===== src/tvp_pkg.sv =====
`timescale 1ns / 1ps

package tvp_pkg;

  localparam int POS_W      = 32;
  localparam int MAG_W      = 31;
  localparam int SQ_W       = 62;
  localparam int LIN_W      = 63;
  localparam int NUM_W      = 66;
  localparam int DEN_W      = 34;
  localparam int DW         = NUM_W + 1;
  localparam int FIFO_DEPTH = 4;
  localparam int FIFO_AW    = 2;
  localparam int CFG_IDX_W  = 3;
  localparam int ROOT_STEPS = 31;
  localparam int ROOT_CNT_W = 5;
  localparam int DIV_CNT_W  = 7;

  localparam logic [MAG_W-1:0] SAT_MAG = {MAG_W{1'b1}};

  typedef enum logic [1:0] {
    PH_ACCEL  = 2'd0,
    PH_CRUISE = 2'd1,
    PH_DECEL  = 2'd2,
    PH_DONE   = 2'd3
  } phase_t;

  typedef enum logic [CFG_IDX_W-1:0] {
    CFG_ACCEL  = 3'd0,
    CFG_DECEL  = 3'd1,
    CFG_CRUISE = 3'd2,
    CFG_ENTRY  = 3'd3,
    CFG_EXIT   = 3'd4,
    CFG_ORIGIN = 3'd5,
    CFG_GOAL   = 3'd6
  } cfg_reg_t;

  typedef enum logic [2:0] {
    PL_MUL,
    PL_LOAD,
    PL_DIV,
    PL_STORE,
    PL_FIN,
    PL_READY
  } plan_state_t;

  typedef enum logic [1:0] {
    BK_IDLE,
    BK_ROOT,
    BK_HOLD
  } bk_state_t;

  typedef struct packed {
    logic             ready;
    logic [MAG_W-1:0] a_eff;
    logic [MAG_W-1:0] b_eff;
    logic [MAG_W-1:0] cruise;
    logic [MAG_W-1:0] entry;
    logic [MAG_W-1:0] exit_spd;
    logic [POS_W-1:0] origin;
    logic [POS_W-1:0] move_len;
    logic             dir_neg;
    logic             dir_zero;
    logic [DW-1:0]    acc_d;
    logic [DW-1:0]    cend;
  } plan_t;

  typedef struct packed {
    phase_t           phase;
    logic             root;
    logic             neg;
    logic [MAG_W-1:0] mag;
    logic [SQ_W-1:0]  sq;
    logic [LIN_W-1:0] lin;
  } q_entry_t;

endpackage


===== src/tvp_if.sv =====


interface tvp_out_if;
  logic        valid;
  logic        ready;
  logic [31:0] speed_command;
  logic [1:0]  move_phase;

  modport source (output valid, output speed_command, output move_phase, input ready);
  modport sink (input valid, input speed_command, input move_phase, output ready);
endinterface


===== src/tvp_back.sv =====
`timescale 1ns / 1ps

module tvp_back (
  input  logic              clk,
  input  logic              rst_n,
  input  logic              pop_valid,
  output logic              pop_ready,
  input  tvp_pkg::q_entry_t pop_data,
  tvp_out_if.source         out_ch
);

  localparam int SQ_W = tvp_pkg::SQ_W;

  tvp_pkg::bk_state_t state_r, state_nxt;
  logic [tvp_pkg::ROOT_CNT_W-1:0] cnt_r;
  logic [SQ_W-1:0] x_r, r_r, bit_r;
  tvp_pkg::phase_t phase_r, out_phase_r;
  logic            neg_r;
  logic            out_valid_r;
  logic [31:0]     out_speed_r;

  logic [SQ_W+2:0] rad;
  logic            sat;
  logic [SQ_W-1:0] sum;
  logic            ge;
  logic [31:0]     mag32;
  logic            load_out;

  assign rad = {3'b0, pop_data.sq} + {1'b0, pop_data.lin, 1'b0};
  assign sat = |rad[SQ_W+2:SQ_W];

  // Digit-by-digit square root, one result bit per cycle.
  assign sum = r_r + bit_r;
  assign ge  = (x_r >= sum);

  assign mag32     = {1'b0, r_r[tvp_pkg::MAG_W-1:0]};
  assign load_out  = (state_r == tvp_pkg::BK_HOLD) && (!out_valid_r || out_ch.ready);
  assign pop_ready = (state_r == tvp_pkg::BK_IDLE);

  always_ff @(posedge clk) begin
    if (!rst_n) begin
      state_r <= tvp_pkg::BK_IDLE;
    end else begin
      state_r <= state_nxt;
    end
  end

  always_comb begin
    state_nxt = state_r;
    case (state_r)
      tvp_pkg::BK_IDLE: begin
        if (pop_valid) begin
          state_nxt = (pop_data.root && !sat) ? tvp_pkg::BK_ROOT : tvp_pkg::BK_HOLD;
        end
      end
      tvp_pkg::BK_ROOT: begin
        if (cnt_r == '0) state_nxt = tvp_pkg::BK_HOLD;
      end
      tvp_pkg::BK_HOLD: begin
        if (load_out) state_nxt = tvp_pkg::BK_IDLE;
      end
      default: state_nxt = tvp_pkg::BK_IDLE;
    endcase
  end

  always_ff @(posedge clk) begin
    case (state_r)
      tvp_pkg::BK_IDLE: begin
        phase_r <= pop_data.phase;
        neg_r   <= pop_data.neg;
        x_r     <= rad[SQ_W-1:0];
        bit_r   <= SQ_W'(1) << (2 * (tvp_pkg::ROOT_STEPS - 1));
        cnt_r   <= tvp_pkg::ROOT_CNT_W'(tvp_pkg::ROOT_STEPS - 1);
        if (pop_data.root && !sat) begin
          r_r <= '0;
        end else if (pop_data.root) begin
          r_r <= {{(SQ_W-tvp_pkg::MAG_W){1'b0}}, tvp_pkg::SAT_MAG};
        end else begin
          r_r <= {{(SQ_W-tvp_pkg::MAG_W){1'b0}}, pop_data.mag};
        end
      end
      tvp_pkg::BK_ROOT: begin
        x_r   <= ge ? (x_r - sum) : x_r;
        r_r   <= ge ? ((r_r >> 1) + bit_r) : (r_r >> 1);
        bit_r <= bit_r >> 2;
        cnt_r <= cnt_r - 1'b1;
      end
      default: ;
    endcase
  end

  always_ff @(posedge clk) begin
    if (!rst_n) begin
      out_valid_r <= 1'b0;
    end else if (load_out) begin
      out_valid_r <= 1'b1;
    end else if (out_ch.ready) begin
      out_valid_r <= 1'b0;
    end
  end

  always_ff @(posedge clk) begin
    if (load_out) begin
      out_speed_r <= neg_r ? (32'd0 - mag32) : mag32;
      out_phase_r <= phase_r;
    end
  end

  assign out_ch.valid         = out_valid_r;
  assign out_ch.speed_command = out_speed_r;
  assign out_ch.move_phase    = out_phase_r;

endmodule


===== src/flat_wrapper.sv =====
// flat-port wrapper written by rule: the top's interface ports become plain ports
module tvp_back_flat 
  (clk, rst_n, pop_valid, pop_ready, pop_data, out_ch_valid, out_ch_speed_command, out_ch_move_phase, out_ch_ready);
  tvp_out_if out_ch_i ();
  input  logic clk;
  input  logic rst_n;
  input  logic pop_valid;
  output logic pop_ready;
  input  tvp_pkg::q_entry_t pop_data;
  output wire logic [$bits(out_ch_i.valid)-1:0] out_ch_valid;
  output wire logic [$bits(out_ch_i.speed_command)-1:0] out_ch_speed_command;
  output wire logic [$bits(out_ch_i.move_phase)-1:0] out_ch_move_phase;
  input wire logic [$bits(out_ch_i.ready)-1:0] out_ch_ready;
  assign out_ch_valid = out_ch_i.valid;
  assign out_ch_speed_command = out_ch_i.speed_command;
  assign out_ch_move_phase = out_ch_i.move_phase;
  assign out_ch_i.ready = out_ch_ready;
  tvp_back u_core (.clk(clk), .rst_n(rst_n), .pop_valid(pop_valid), .pop_ready(pop_ready), .pop_data(pop_data), .out_ch(out_ch_i));
endmodule

===== config.mk =====
export PLATFORM = sky130hd
export DESIGN_NAME = tvp_back_flat
export DESIGN_NICKNAME = d
export VERILOG_FILES = /design/src/tvp_pkg.sv /design/src/tvp_if.sv /design/src/tvp_back.sv /design/src/flat_wrapper.sv
export SDC_FILE = /design/constraint.sdc
export NUM_CORES = 1
export LEC_CHECK = 0
export ABC_AREA = 1
export BUFFER_PORTS_ARGS = -buffer_cell sky130_fd_sc_hd__buf_2
export CAP_MARGIN = 20
export CORE_MARGIN = 4
export CORE_UTILIZATION = 55
export DETAILED_ROUTE_END_ITERATION = 8
export PLACE_DENSITY = 0.84
export SLEW_MARGIN = 40
export SYNTH_ARGS = -nofsm -noshare
export SYNTH_HDL_FRONTEND = slang
export SYNTH_SLANG_ARGS = --single-unit

===== constraint.sdc =====
create_clock -name clk -period 8.88 [get_ports clk]
set_clock_uncertainty 0.1 [all_clocks]
set_input_delay 0.444 -clock clk [delete_from_list [all_inputs] [get_ports clk]]
set_output_delay 0.444 -clock clk [all_outputs]
set_load 0.01 [all_outputs]

Word-level counts from Yosys, hierarchy flattened --
Index checks and enable logic that the tools add are counted.
Word-level totals: register bits 231
Operators by class: equality and inequality tests 6, mux-type cells 16, magnitude comparators 1, reductions and logical operators 12, add/subtract/negate cells 6
Operators by type and width (number):
- case mux 62 bit (2 select lines) | 3
- 2-to-1 mux 62 bit | 3
- adder 62 x 64 -> 65 bit | 1
- adder 61 x 62 -> 62 bit | 1
- adder 62 bit | 1
- >= comparator 62 bit | 1
- 2-to-1 mux 31 bit | 2
- subtractor 62 bit | 1
- subtractor 1 x 31 -> 32 bit, first input constant | 1
- case mux 5 bit (2 select lines) | 1
- 2-to-1 mux 2 bit | 4
- != test 2 x 1 -> 1 bit, second input constant | 3
- case mux 2 bit (3 select lines) | 1
- zero test 5 bit | 1
- subtractor 5 x 1 -> 5 bit, second input constant | 1
- nonzero test 2 bit | 2
- AND reduction 3 bit | 1
- OR reduction 3 bit | 1
- equality test 2 x 1 -> 1 bit, second input constant | 1
- equality test 2 bit, second input constant | 1
- logical AND 1 bit | 2
- zero test 1 bit | 2
- zero test 2 bit | 1
- 2-to-1 mux 1 bit | 2
- 3 further kinds | 3

Longest topological paths before layout --
depth after elaboration 7, gate-level depth with buffers 32, mapped depth without buffers 30

Worst setup path after synthesis --
OpenSTA, ideal clock, no wires.
kind reg2reg, start register u_core.r_r[6], end register u_core.x_r[0], enable pin, stages on the path, launching flop included 25, setup time 0.421 ns, period minus slack after synthesis 5.478 ns, arrival 4.956 ns, setup slack 3.402 ns, buffers on the path 2, cells stage by stage edfxtp_1 ha_1 nand2_1 o21ai_1 a21oi_1 o21ai_1 nand2_1 nand2_1 o21ai_0 o21ai_0 a21oi_1 xor2_1 ha_1 nand2_1 inv_1 nand2_1 nor2_1 nand2_1 nor4_1 nand4_1 nand3_2 buf_12 buf_4 nand2_1 nand2_1
Between the ends: longest elaborated chain between the ends 4
RTL lines:
- from (decl) | RTL line tvp_back.sv:16 | logic [SQ_W-1:0] x_r, r_r, bit_r;
- from (signal assigned) | RTL line tvp_back.sv:77 | r_r <= {{(SQ_W-tvp_pkg::MAG_W){1'b0}}, tvp_pkg::SAT_MAG};
- from (signal assigned) | RTL line tvp_back.sv:79 | r_r <= {{(SQ_W-tvp_pkg::MAG_W){1'b0}}, pop_data.mag};
- from (signal assigned) | RTL line tvp_back.sv:84 | r_r <= ge ? ((r_r >> 1) + bit_r) : (r_r >> 1);
- adder 62 bit | RTL line tvp_back.sv:33 | assign sum = r_r + bit_r;
- >= comparator 62 bit | RTL line tvp_back.sv:34 | assign ge = (x_r >= sum);
- != test 2 x 1 -> 1 bit (no source line)
- AND reduction 2 bit (no source line)
- to (signal assigned) | RTL line tvp_back.sv:71 | x_r <= rad[SQ_W-1:0];
- to (signal assigned) | RTL line tvp_back.sv:83 | x_r <= ge ? (x_r - sum) : x_r;
- to (decl) | RTL line tvp_back.sv:16
Every way passes these cells. A chain may end at the register's enable or synchronous reset.

Final worst setup path --
start register u_core.r_r[4], end register u_core.r_r[1], data pin
Between the ends: longest elaborated chain between the ends 4
RTL lines:
- adder 62 bit | RTL line tvp_back.sv:33
- >= comparator 62 bit | RTL line tvp_back.sv:34
- 2-to-1 mux 62 bit | RTL line tvp_back.sv:84
- case mux 62 bit (2 select lines) | RTL line tvp_back.sv:67 | case (state_r)
Every way passes these cells.

==> run metrics <==
CTS sink cnt=200; Max FO, Critical Path=47; cell family with most CP delay=compound AO/OA/AOI/OAI gates; largest cells by area after synthesis=edfxtp_1 24%, nand2_1 17%, ha_1 9.5%; Core ar.=44410 µm²; most used cell, CP=nand2_1; clock latency on the worst-skew pair=0.49 ns; internal power=3.931 mW; Max Cap Viol=0; routed len/inst=19.32 µm; CTS tree=yes; post-synth top area share=23.80%; ys flop type=edfxtp_1; Initial DRT Pass Iterations=9; CTS root buffer=clkbuf_16; Die Area=48660 µm²; Final Hold Fails=0; # DRC=1; CTS-repair resized insts=0; Worst Path Arrival=7.14 ns; H-tree levels=4; routed wire length=92.34 mm; Max Root-Sink Buffers=2; number of global-route vias before repair=26480; Final Worst Setup Slack=1.892 ns; Clk pwr share=9.1%; area leader, netlist=edfxtp_1; Synth Net Count=4366; Hold WC Path Type=in -> reg; input/output buffers=~200; Die Width=220.6 µm; IO Pins=200; Die Y-Extent=about 220 µm; routed via count=27840; max incr delay on CP=between 0.6 and 0.7 ns; Final nets=4529; Ys Warns=0; DRT antenna net count=0; pwr dens=348.2 nW/µm²; site row count=77; Worst IR Drop VDD=~0.19 mV; post-DP HPWL=76.49 mm; minimum clock period=6.988 ns; Setup crit start kind=flop; Hold Slack=0.02376 ns; initial core utilization=55.96%; status=complete, but fails checks; TritonCTS Buffers=17; # Post-CTS Setup Buffers=0; Synth Area per Inst=6.197 µm²; highest clock rate=0.1431 GHz; pre-CTS setup slack=2.137 ns; Worst Max-Slew Pin Slew=around 0.95 ns; switch share=roughly three fifths; Critical Path RT=9.03 ns; Seq pwr share=21.0%; aggregate global routing overflow=0; Buffers & Inverters on Critical Path=3; setup TNS=0 ns; relative slew slack=36.14%; mapped cell area=24860 µm²; Initial DRC Count=2849; Post-synth EDFFs=197; via/cell ratio=between 5 and 6; share of layout cells above drive strength 1=6.926%; hold_buf cts=0; largest net degree at the start of global routing=67; first-pass GRT wire length=141.2 mm; failing checks=DRC; Setup Viol. Count Final=0; total power=9.381 mW; Antenna diodes=0; placer congestion estimate=1.084; Post-Route Utilization=60.66%; area grow syn2layout=8.387%; RSZ-0062 raised after global routing=no; total track usage=a little under two fifths; Syn Inst Count=roughly 4000; Leakage Power=12.07 nW; Psw=approximately 5.5 mW; most frequent cell after synthesis=nand2_1; register area share after synthesis=24.04%; most frequent cells after synthesis=1096 x nand2_1, 611 x inv_1, 541 x nor2_1; Tcrit/Tclk final=78.69%; Crit-path slowest cell=inv_1; Netlist cell types=57; asr flop ratio synth=0%; Final Slew Violations=0; #FFs+latches synth=200; logic gate share of total power=between 60% and 70%; initial antenna violation count=0; kind of end point of the critical path=flop; Reg clk slew, reported paths=roughly 0.09 ns; worst setup path category=reg -> reg
==> cell usage in the layout (no fill, tap or decap), drive strengths merged, types with 2 or more instances in the layout <==
| cell type | instances |
|---|---|
| nor3 | 53 |
| inv | 617 |
| mux2 | 2 |
| dfxtp | 3 |
| or2 | 20 |
| o22ai | 5 |
| a211oi | 5 |
| o31ai | 5 |
| nand3 | 192 |
| xnor2 | 45 |
| ha | 189 |
| a21boi | 14 |
| nand3b | 14 |
| nor4 | 18 |
| o21ai | 316 |
| nand2b | 2 |
| nor2 | 544 |
| edfxtp | 197 |
| o21a | 11 |
| buf | 208 |
| a21o | 21 |
| o311ai | 2 |
| a31oi | 23 |
| clkinv | 9 |
| a31o | 2 |
| nand2 | 1101 |
| xor2 | 88 |
| and3 | 7 |
| o2bb2ai | 2 |
| a21oi | 337 |
| o21bai | 40 |
| nand4 | 40 |
| o2111ai | 7 |
| clkbuf | 17 |
| fa | 2 |
| o211ai | 23 |
==> layer usage <==
layer  up-vias  track usage (%)  share of wire, %
met1     12520            45.25                38
met3       314            4.326               8.2
met5         -                0                 0
met2      1483            62.90                46
li1      13520                -                 -
met4         0            24.26               7.3
==> worst paths after layout <==
check	cells past startpoint	slack, ns	from	end
max reg2reg	25	1.89	u_core.r_r[4]$_DFFE_PP_	u_core.r_r[1]$_DFFE_PP_
min	1	0.02	pop_data[159]	u_core.phase_r[1]$_DFFE_PP_
max	25	1.89	u_core.r_r[4]$_DFFE_PP_	u_core.r_r[1]$_DFFE_PP_
min reg2reg	0	0.34	u_core.phase_r[0]$_DFFE_PP_	u_core.out_ch.move_phase[0]$_DFFE_PP_
==> power by group through the flow <==
stage               clock network [mW]  logic, mW  registers (mW)
floorplan                            0       4.66            1.78
global placement                     0       6.28            1.95
detailed placement                   0       6.30            1.96
CTS                              0.849       6.35            1.95
global route                     0.881       7.19            2.00
finish                           0.851       6.56            1.97
==> worst reg2reg max path: stages, from the launching register on <==
cell      delay (ns)
edfxtp_1        0.53
ha_1            0.39
nand2_1         0.10
o21ai_1         0.19
inv_1           0.08
o21ai_1         0.14
a21o_1          0.32
nand2_1         0.09
nand2_1         0.18
a21oi_1         0.16
o21ai_0         0.38
nand2_1         0.13
nand3b_1        0.11
nand2_1         0.07
ha_1            0.35
a21oi_1         0.24
o21ai_0         0.22
a21oi_1         0.40
o21ai_0         0.23
a21oi_1         0.27
nand3_4         0.47
buf_4           0.53
inv_1           0.71
nand2_1         0.16
o211ai_1        0.14
nand2_1         0.08
==> per-stage QoR <==
stage | area (µm²) | cells
after floorplan | 24860 | 4011
after global placement | 26290 | 4747
after CTS | 26940 | 4779
after detailed placement | 26320 | 4747
final | 26940 | 4779
after global routing | 26940 | 4779
==> cells by family after synthesis <==
kind of cell	after synthesis	synth area share, %
compound gates	816	18.09
xor+xnor	133	4.687
fa+ha+maj	191	9.675
buf+inv	676	10.78
flops	200	24.04
mux	2	0.09061
simple gates	1993	32.63
==> registers in the layout (all words and copies together), names as in the netlist <==
register	flops
u_core.r_r	62
u_core.x_r	62
u_core.out_ch.speed_command	32
u_core.bit_r	31
u_core.cnt_r	5
u_core.out_ch.move_phase	2
u_core.phase_r	2
u_core.state_r	2
u_core.neg_r	1
u_core.out_ch.valid	1
==> area by class of cell <==
class	instances	area (µm²)
multi-input cells	3135	16240
inverters	612	2301
repair buffers	208	1064
flip-flops and latches	200	5976
well taps	592	740.7
fillers	4431	17470
clock buffers	17	425.4
clock inverters	15	196.4
Power figures use the tool's default switching activity.
