File: config.mk
export PLATFORM = sky130hd
export DESIGN_NAME = tvp_fifo
export DESIGN_NICKNAME = d
export VERILOG_FILES = /design/src/tvp_pkg.sv /design/src/tvp_fifo.sv
export SDC_FILE = /design/constraint.sdc
export NUM_CORES = 1
export LEC_CHECK = 0
export BUFFER_PORTS_ARGS = -buffer_cell sky130_fd_sc_hd__buf_2
export CORE_ASPECT_RATIO = 1.2
export CORE_UTILIZATION = 26
export CTS_CLUSTER_SIZE = 12
export DETAILED_ROUTE_END_ITERATION = 16
export PLACE_DENSITY = 0.41
export SETUP_SLACK_MARGIN = 0.05
export SLEW_MARGIN = 30
export SYNTH_ARGS = -nofsm -noshare
export SYNTH_HDL_FRONTEND = slang
export SYNTH_SLANG_ARGS = --single-unit
File: constraint.sdc
create_clock -name clk -period 6.2 [get_ports clk]
set_input_delay 1.86 -clock clk [delete_from_list [all_inputs] [get_ports clk]]
set_output_delay 1.86 -clock clk [all_outputs]
set_load 0.1 [all_outputs]
File: src/tvp_pkg.sv
`timescale 1ns / 1ps

package tvp_pkg;

  localparam int POS_W      = 32;
  localparam int MAG_W      = 31;
  localparam int SQ_W       = 62;
  localparam int LIN_W      = 63;
  localparam int NUM_W      = 66;
  localparam int DEN_W      = 34;
  localparam int DW         = NUM_W + 1;
  localparam int FIFO_DEPTH = 4;
  localparam int FIFO_AW    = 2;
  localparam int CFG_IDX_W  = 3;
  localparam int ROOT_STEPS = 31;
  localparam int ROOT_CNT_W = 5;
  localparam int DIV_CNT_W  = 7;

  localparam logic [MAG_W-1:0] SAT_MAG = {MAG_W{1'b1}};

  typedef enum logic [1:0] {
    PH_ACCEL  = 2'd0,
    PH_CRUISE = 2'd1,
    PH_DECEL  = 2'd2,
    PH_DONE   = 2'd3
  } phase_t;

  typedef enum logic [CFG_IDX_W-1:0] {
    CFG_ACCEL  = 3'd0,
    CFG_DECEL  = 3'd1,
    CFG_CRUISE = 3'd2,
    CFG_ENTRY  = 3'd3,
    CFG_EXIT   = 3'd4,
    CFG_ORIGIN = 3'd5,
    CFG_GOAL   = 3'd6
  } cfg_reg_t;

  typedef enum logic [2:0] {
    PL_MUL,
    PL_LOAD,
    PL_DIV,
    PL_STORE,
    PL_FIN,
    PL_READY
  } plan_state_t;

  typedef enum logic [1:0] {
    BK_IDLE,
    BK_ROOT,
    BK_HOLD
  } bk_state_t;

  typedef struct packed {
    logic             ready;
    logic [MAG_W-1:0] a_eff;
    logic [MAG_W-1:0] b_eff;
    logic [MAG_W-1:0] cruise;
    logic [MAG_W-1:0] entry;
    logic [MAG_W-1:0] exit_spd;
    logic [POS_W-1:0] origin;
    logic [POS_W-1:0] move_len;
    logic             dir_neg;
    logic             dir_zero;
    logic [DW-1:0]    acc_d;
    logic [DW-1:0]    cend;
  } plan_t;

  typedef struct packed {
    phase_t           phase;
    logic             root;
    logic             neg;
    logic [MAG_W-1:0] mag;
    logic [SQ_W-1:0]  sq;
    logic [LIN_W-1:0] lin;
  } q_entry_t;

endpackage

File: src/tvp_fifo.sv
`timescale 1ns / 1ps

module tvp_fifo (
  input  logic              clk,
  input  logic              rst_n,
  input  logic              push_valid,
  output logic              push_ready,
  input  tvp_pkg::q_entry_t push_data,
  output logic              pop_valid,
  input  logic              pop_ready,
  output tvp_pkg::q_entry_t pop_data
);

  tvp_pkg::q_entry_t mem_r [tvp_pkg::FIFO_DEPTH];
  logic [tvp_pkg::FIFO_AW-1:0] wptr_r, rptr_r;
  logic [tvp_pkg::FIFO_AW:0]   count_r;
  logic do_push, do_pop;

  assign push_ready = (count_r != (tvp_pkg::FIFO_AW+1)'(tvp_pkg::FIFO_DEPTH));
  assign pop_valid  = (count_r != '0);
  assign pop_data   = mem_r[rptr_r];
  assign do_push    = push_valid && push_ready;
  assign do_pop     = pop_valid && pop_ready;

  always_ff @(posedge clk) begin
    if (!rst_n) begin
      wptr_r  <= '0;
      rptr_r  <= '0;
      count_r <= '0;
    end else begin
      if (do_push) wptr_r <= wptr_r + 1'b1;
      if (do_pop)  rptr_r <= rptr_r + 1'b1;
      case ({do_push, do_pop})
        2'b10:   count_r <= count_r + 1'b1;
        2'b01:   count_r <= count_r - 1'b1;
        default: count_r <= count_r;
      endcase
    end
  end

  always_ff @(posedge clk) begin
    if (do_push) mem_r[wptr_r] <= push_data;
  end

endmodule

; ---- Word-level counts from Yosys, hierarchy flattened
; Memories as Yosys holds them, arrays and structs flattened. A register that Yosys moved wholly into a read port is not among the register bits.
; Cells that the tools add are included.
[totals]
n_memories = 1
ramBits = 640
reg_bits = 7
output_inout_bits = 162
wordCells = 20
[classes]
muxes = 5
addsub = 4
n_eq_ne = 3
n_reduce_logical = 4
[memory_table]
columns = name, words, word_bits, read_ports, rd_clocked_by_memory_dff, wr, line
row1 = mem_r, 4, 160, 1, 1, 1, tvp_fifo.sv:14  ; tvp_pkg::q_entry_t mem_r [tvp_pkg::FIFO_DEPTH];
[ops]
columns = op, count
row1 = one-hot mux 3 bit (2 select lines), 1
row2 = adder 2 x 1 -> 2 bit (second input constant), 2
row3 = 2-to-1 mux 2 bit, 2
row4 = adder 3 x 1 -> 3 bit (second input constant), 1
row5 = != test 3 bit (second input constant), 1
row6 = nonzero test 3 bit, 1
row7 = subtractor 3 x 1 -> 3 bit (second input constant), 1
row8 = equality test 2 x 1 -> 1 bit (second input constant), 1
row9 = equality test 2 bit (second input constant), 1
row10 = logical AND 1 bit, 2
row11 = 2-to-1 mux 1 bit, 2
row12 = nonzero test 2 bit, 1

; ---- Longest topological paths before layout
; Gate-level depths: netlist (run 1).
[depth]
ltp_word = 4
depth_mapped = 9

; ---- Least setup slack after synthesis (run 1)
; OpenSTA, ideal clock, no wires.
[synth_timing]
kind = input port to flip-flop
startpoint = in push_valid
endpoint = mem mem_r[2][0] (netlist name) (enable)
path_stages = 2
path_buffers = 0
arrival_ns = 5.949
path_slack_ns = -0.289
path_cell_list = a21boi_1 and2_1
[synth_between]
elab_chain_len = 3
[synth_rtl]
columns = item, line
row1 = from (decl), tvp_fifo.sv:6  ; input logic push_valid,
row2 = logical AND 1 bit, tvp_fifo.sv:22  ; assign do_push = push_valid && push_ready;
row3 = 2-to-1 mux 1 bit, tvp_fifo.sv:42  ; if (do_push) mem_r[wptr_r] <= push_data;
row4 = 2-to-1 mux 1 bit (not written as such), tvp_fifo.sv:42
row5 = to (decl), tvp_fifo.sv:14
; No other way between the ends.

==> results of run 1 <==
==> cells in the mapped netlist <==
library cell,n,area share [%]
edfxtp_1,640,82
o311ai_0,1,0.037
nor2b_1,2,0.053
a21boi_0,1,0.032
and2_1,7,0.19
dfxtp_1,9,0.77
buf_2,19,0.40
nor2_1,1,0.016
inv_1,6,0.096
o21ai_0,2,0.043
nand2_1,6,0.096
o31a_1,1,0.037
mux4_2,160,15
xnor2_1,3,0.11
mux2i_1,2,0.085
clkbuf_1,7,0.11
xor2_1,1,0.037
a21boi_1,1,0.032
ha_1,5,0.27
buf_6,11,0.53
or3_1,2,0.053
fa_1,1,0.085
==> per-stage QoR <==
step                      util (%)  area (um2)
final                         32.4       29000
after global routing          32.4       29000
after CTS                     32.4       29000
after detailed placement      29.8       26700
after global placement        29.8       26700
after floorplan                  -       23600
==> worst register-to-register path, cell delays in order (launching register included) <==
cell and delay, ps:
dfxtp_1 440, nor2_1 110, a21boi_1 490, and2_4 730, buf_12 430
==> cell type report <==
cell class	count	area, um2
fillers	8563	60400
flip-flops and latches	649	19400
multi-input cells	196	3890
clock buffers	89	1950
repair buffers	345	1930
well taps	1159	1450
clock inverters	38	387
inverters	6	22.5
diodes	2	5.00
==> routing by layer <==
layer / wire, um / vias to the layer above / global-route usage [%]
met4: 1230 / 20 / 3.88
met1: 21200 / 5577 / 13.5
li1: - / 4612 / -
met2: 26500 / 293 / 19.4
met3: 3770 / 114 / 4.05
met5: 128 / - / 0
==> power by group <==
part	total, mW	internal [mW]	switching (mW)
Combinational	6.03	1.24	4.79
Sequential	5.46	5.29	0.170
Clock	4.22	2.49	1.72
Total	15.7	9.03	6.68
==> path summary, 6_finish.rpt <==
| path | startpoint | end | slack, ps | cells after the start |
|---|---|---|---|---|
| setup / recovery | flop | pop_data[75] | 1490 | 3 |
| hold / removal | wptr_r[1] | wptr_r[1] | 500 | 2 |
| setup reg to reg | count_r[0] | mem_r[3][123] | 3500 | 4 |
| hold reg to reg | wptr_r[1] | wptr_r[1] | 500 | 2 |
==> cells in the final DEF, fill, tap and decap left out, types with 2 or more instances in the layout <==
master      netlist  layout
and2_1            7       3
and2_4            0       4
buf_12            0      12
buf_2            19     325
buf_4             0       8
bufinv_16         0       6
clkbuf_1          7      13
clkbuf_16         0      76
clkinv_1          0      13
clkinv_2          0      10
clkinv_8          0       3
clkinvlp_4        0       4
dfxtp_1           9       7
dfxtp_4           0       2
diode_2           0       2
edfxtp_1        640     640
ha_1              5       5
inv_1             6       6
mux2i_1           2       2
mux4_2          160     160
nand2_1           6       6
nor2b_1           2       2
o21ai_0           2       2
or3_1             2       2
xnor2_1           3       3
==> state kept, by name, indices dropped and copies added, names as in the netlist, named ones only <==
name / count
count_r: 3
mem_r: 640
rptr_r: 2
wptr_r: 2
==> kinds of logic (layout without fill, tap and decap cells) <==
kind of cell	after synthesis	after routing
flops	649	649
mux	162	162
buf+inv	43	478
simple gates	18	18
fa+ha+maj	6	6
compound gates	6	6
xor+xnor	4	4
other cells	0	2
==> impl_metrics.yaml, run 1 <==
global_routing:
  grt_start_max_net_pins: 88
  grt_pass1_vias: 11600
  grtUsageTotal_pct: 11.5
  grt_pass1_wl_um: 77700
  grt-ovfl-total: 0
  antenna_found_initial: 14
synthesis:
  avgSynthCellArea_um2: 26.5
  synth_xor_area_share_pct: 0.149
  synth.distinct_cells: 22
  synth_seq_cells: 649
  synth_adder_area_share_pct: 0.351
  syn-instance-count: 888
  synth_compound_area_share_pct: 0.181
  synthMuxAreaShare_pct: 15.4
  yosys_warnings: 0
  syn_area_mm2: 0.0235
  synth_top_family_by_area: "multiplexers"
  synth_simple_gate_area_share_pct: 0.404
  syn-num-nets: 1058
  ys_seq_area_share_pct: 82.4
placed_design:
  io_buffers: 325
  dp_slack_ps: 2030
  place_inst: 2355
  dpl.hpwl_um: 31200
  gp_congestion: 0.681
detailed_routing:
  totalWireLength_um: 52900
  routedWlPerCell_um: 21.3
  vias: 10600
  drc_errors: 0
  vias_per_cell: 4.27
  drt_pass1_iterations: 6
  antenna_left: 0
  drtIter0Drc: 535
sta:
  finalCritPeriodShare_pct: 76.0
  finalClockSkew_ps: 19.2
  finalHoldViolCount: 0
  timing.hold.ws_ps: 497
  report.final.slew_viol_count: 0
  relSlewSlack_pct: 40.5
  fmax_ghz: 0.212
  rsz0062_at_grt: "false"
  setup_viol: 0
  fin_setup_tns_ps: 0
  tightest_slew_ps: 893
  timing.final.crit_period_ps: 4710
  layout_setup_ws_ps: 1490
die:
  core_area_mm2: 0.0895
  row_count: 120
  die_area_mm2: 0.0918
  fp.dieH_um: 332
  die_x_um: 277
  ios: 326
  start_util_pct: 26.3
clock_tree:
  cts_root_buffer: "clkbuf_16"
  htree_num_levels: 3
  path_clk_slew_ps: 50
  cts_tree: "done"
  clk_path_buf_depth: 3
  numCtsBuffers: 73
  cts_resized: 0
  worst_skew_pair.late_latency_ps: 610
  post_cts_buffers: 0
  cts_hold_buf: 0
  cts_sinks: 649
run:
  max-cap-violations: 0
pwr:
  leakagePower_nw: 9.46
  max-vdd-ir-drop_mv: 0.271
  p_total_mw: 15.7
  powerDensity_mw_per_mm2: 541
min_path:
  hp-class: "flop to flop"
setup_path:
  end_kind: "output port"
  startpoint_type: "flop"
  path_max_fanout: 52
  cp_cell_sequence: "buf_12, mux4_2, buf_2"
  slowest_delay_ps: 770
  crit_family: "flip-flops"
  crit_arrival_ps: 2850
  worst_path_max_delay_cell: "dfxtp_4"
  required_ps: 4340
  critPathKind: "flop to output port"
  cp.buffers_inverters: 2
cells_and_area:
  fin_cells: 2484
  layout-drive-gt1-share_pct: 46.3
  nets: 1441
  layout-area-overhead-vs-synth_pct: 23.3
outcome:
  status: "finished, final reports clean"
Note: power is estimated with default switching activity, not from simulation.
==> inputs of run 2 (changes only) <==
--- a/config.mk
+++ b/config.mk
@@ -10,7 +10,7 @@
 export CORE_UTILIZATION = 26
 export CTS_CLUSTER_SIZE = 12
 export DETAILED_ROUTE_END_ITERATION = 16
-export PLACE_DENSITY = 0.41
+export PLACE_DENSITY = 0.39
 export SETUP_SLACK_MARGIN = 0.05
 export SLEW_MARGIN = 30
 export SYNTH_ARGS = -nofsm -noshare
==> constraint.sdc (replaced) <==
create_clock -name clk -period 4.7 [get_ports clk]
set_input_delay 1.41 -clock clk [delete_from_list [all_inputs] [get_ports clk]]
set_output_delay 1.41 -clock clk [all_outputs]
set_load 0.1 [all_outputs]
==> impl_metrics.yaml, run 2 (same netlist as run 1, synthesis figures left out) <==
pwr:
  switching_share_pct: 42.5
  power.share.combinational_pct: 39.3
  p_sw_mw: 8.83
  internal-power_mw: 11.9
  pwr-share-clk_pct: 26.3
  leakagePower_nw: 9.64
  max-vdd-ir-drop_mv: 0.515
  powerDensity_mw_per_mm2: 708
  seqPwrFrac_pct: 34.4
min_path:
  hp-class: "flop to flop"
  holdPathEnd: "wptr_r[1]"
  whs_path_depth: 2
  hold_path.startpoint: "wptr_r[1]"
clock_tree:
  path_clk_slew_ps: 60
  cts_root_buffer: "clkbuf_16"
  cts_tree: "done"
  clk_path_buf_depth: 3
  cts_hold_buf: 0
  numCtsBuffers: 74
  cts_resized: 0
  worst_skew_pair.late_latency_ps: 600
  post_cts_buffers: 0
  cts_sinks: 649
  htree_num_levels: 3
global_routing:
  grt-ovfl-total: 0
  grtUsageTotal_pct: 11.9
  grt_pass1_vias: 11900
  antenna_found_initial: 14
  grt_pass1_wl_um: 80800
  grt_start_max_net_pins: 53
sta:
  layout_setup_ws_ps: 685
  fmax_ghz: 0.249
  setup_viol: 0
  rsz0062_at_grt: "false"
  relSlewSlack_pct: 47.5
  finalHoldViolCount: 0
  timing.final.crit_period_ps: 4010
  tightest_slew_ps: 787
  finalClockSkew_ps: 16.2
  finalCritPeriodShare_pct: 85.4
  fin_setup_tns_ps: 0
  report.final.slew_viol_count: 0
detailed_routing:
  met2_length_um: 27100
  vias: 10800
  antenna_left: 0
  top_layer: "met5"
  vias_per_cell: 4.27
  routedWlPerCell_um: 21.6
  drtIter0Drc: 541
  drc_errors: 0
  totalWireLength_um: 54300
  drt_pass1_iterations: 4
  wl_met1_um: 22200
  met3_length_um: 3850
cells_and_area:
  largest_reg_flops: 640
  final_common_cell: "edfxtp_1"
  nets: 1470
  final_cell_mix: "640 x edfxtp_1, 325 x buf_2, 160 x mux4_2"
  fill_cells: 8537
  layout-area-overhead-vs-synth_pct: 24.6
  top_regs: "mem_r: 640 flops, count_r: 3 flops"
  regMostFlops: "mem_r"
  layout-drive-gt1-share_pct: 46.7
  multiInputGateArea_mm2: 0.00389
  seq_area_mm2: 0.0194
placed_design:
  gp_congestion: 0.678
  dp_slack_ps: 1160
  dpl.hpwl_um: 34300
  io_buffers: 325
die:
  die_area_mm2: 0.0918
  row_count: 120
  ios: 326
  fp.dieH_um: 332
  start_util_pct: 26.3
  die_x_um: 277
  core_area_mm2: 0.0895
setup_path:
  rrSetupSlack_ps: 2220
  end_kind: "output port"
  r2r_end: "mem_r[2][53]"
  path_max_fanout: 20
  r2r_start: "count_r[0]"
  startpoint_type: "flop"
  critPathKind: "flop to output port"
  required_ps: 3290
  crit_arrival_ps: 2600
  reg2reg_depth: 4
outcome:
  status: "finished, final reports clean"
run:
  max-cap-violations: 0
## run 2: cell count changes in the layout (fill, tap and decap cells not counted), sizes merged, moves of 2 or more
| cell | before | now |
|---|---|---|
| bufinv | 6 | 4 |
| clkinvlp | 4 | 0 |
| buf | 345 | 373 |
| clkbuf | 89 | 94 |
| clkinv | 27 | 32 |
## run 2: final cells by class
class	count	share of cell area [%]
well taps	1159	4.94
diodes	1	0.00853
clock inverters	38	1.07
repair buffers	373	7.71
inverters	6	0.0768
flip-flops and latches	649	66.2
clock buffers	94	6.79
multi-input cells	196	13.3
## run 2: per-stage QoR
step	cells	hold slack (ps)	power (mW)	utilization [%]	cell area [um2]
2_1_floorplan	888	468	14.0	-	23600
3_3_place_gp	2383	488	15.6	30.2	27000
3_5_place_dp	2383	507	15.6	30.2	27000
4_1_cts	2515	515	21.2	32.8	29300
5_1_grt	2516	548	21.6	32.8	29300
6_report	2516	515	20.8	32.8	29300
## run 2: worst max-delay path, stage by stage (launching register included)
cell	delay, ps
dfxtp_4	570
buf_12	270
buf_4	270
mux4_2	530
buf_2	310
## run 2: worst max path at each step
stage | startpoint | end | slack [ps] | cells past startpoint
after global routing | flop | pop_data[37] | 470 | 4
final | flop | pop_data[31] | 690 | 4
after global placement | push_valid | mem_r[2][120] | 1180 | 4
after detailed placement | push_valid | mem_r[2][89] | 1160 | 4
after CTS | flop | pop_data[37] | 520 | 4
after floorplan | push_valid | mem_r[0][0] | 430 | 2
## run 2: power groups by stage
stage / registers (mW) / clock network (mW) / logic, mW
floorplan: 7.21 / 0 / 6.82
global placement: 7.27 / 0 / 8.33
detailed placement: 7.29 / 0 / 8.33
CTS: 7.17 / 5.68 / 8.35
global route: 7.21 / 5.86 / 8.49
finish: 7.15 / 5.46 / 8.16
## run 2: per-layer routing
metal,vias to the layer above,track usage (%)
met3,104,4.37
li1,4675,-
met1,5660,14.3
met4,24,3.38
met2,287,20.0
met5,-,0
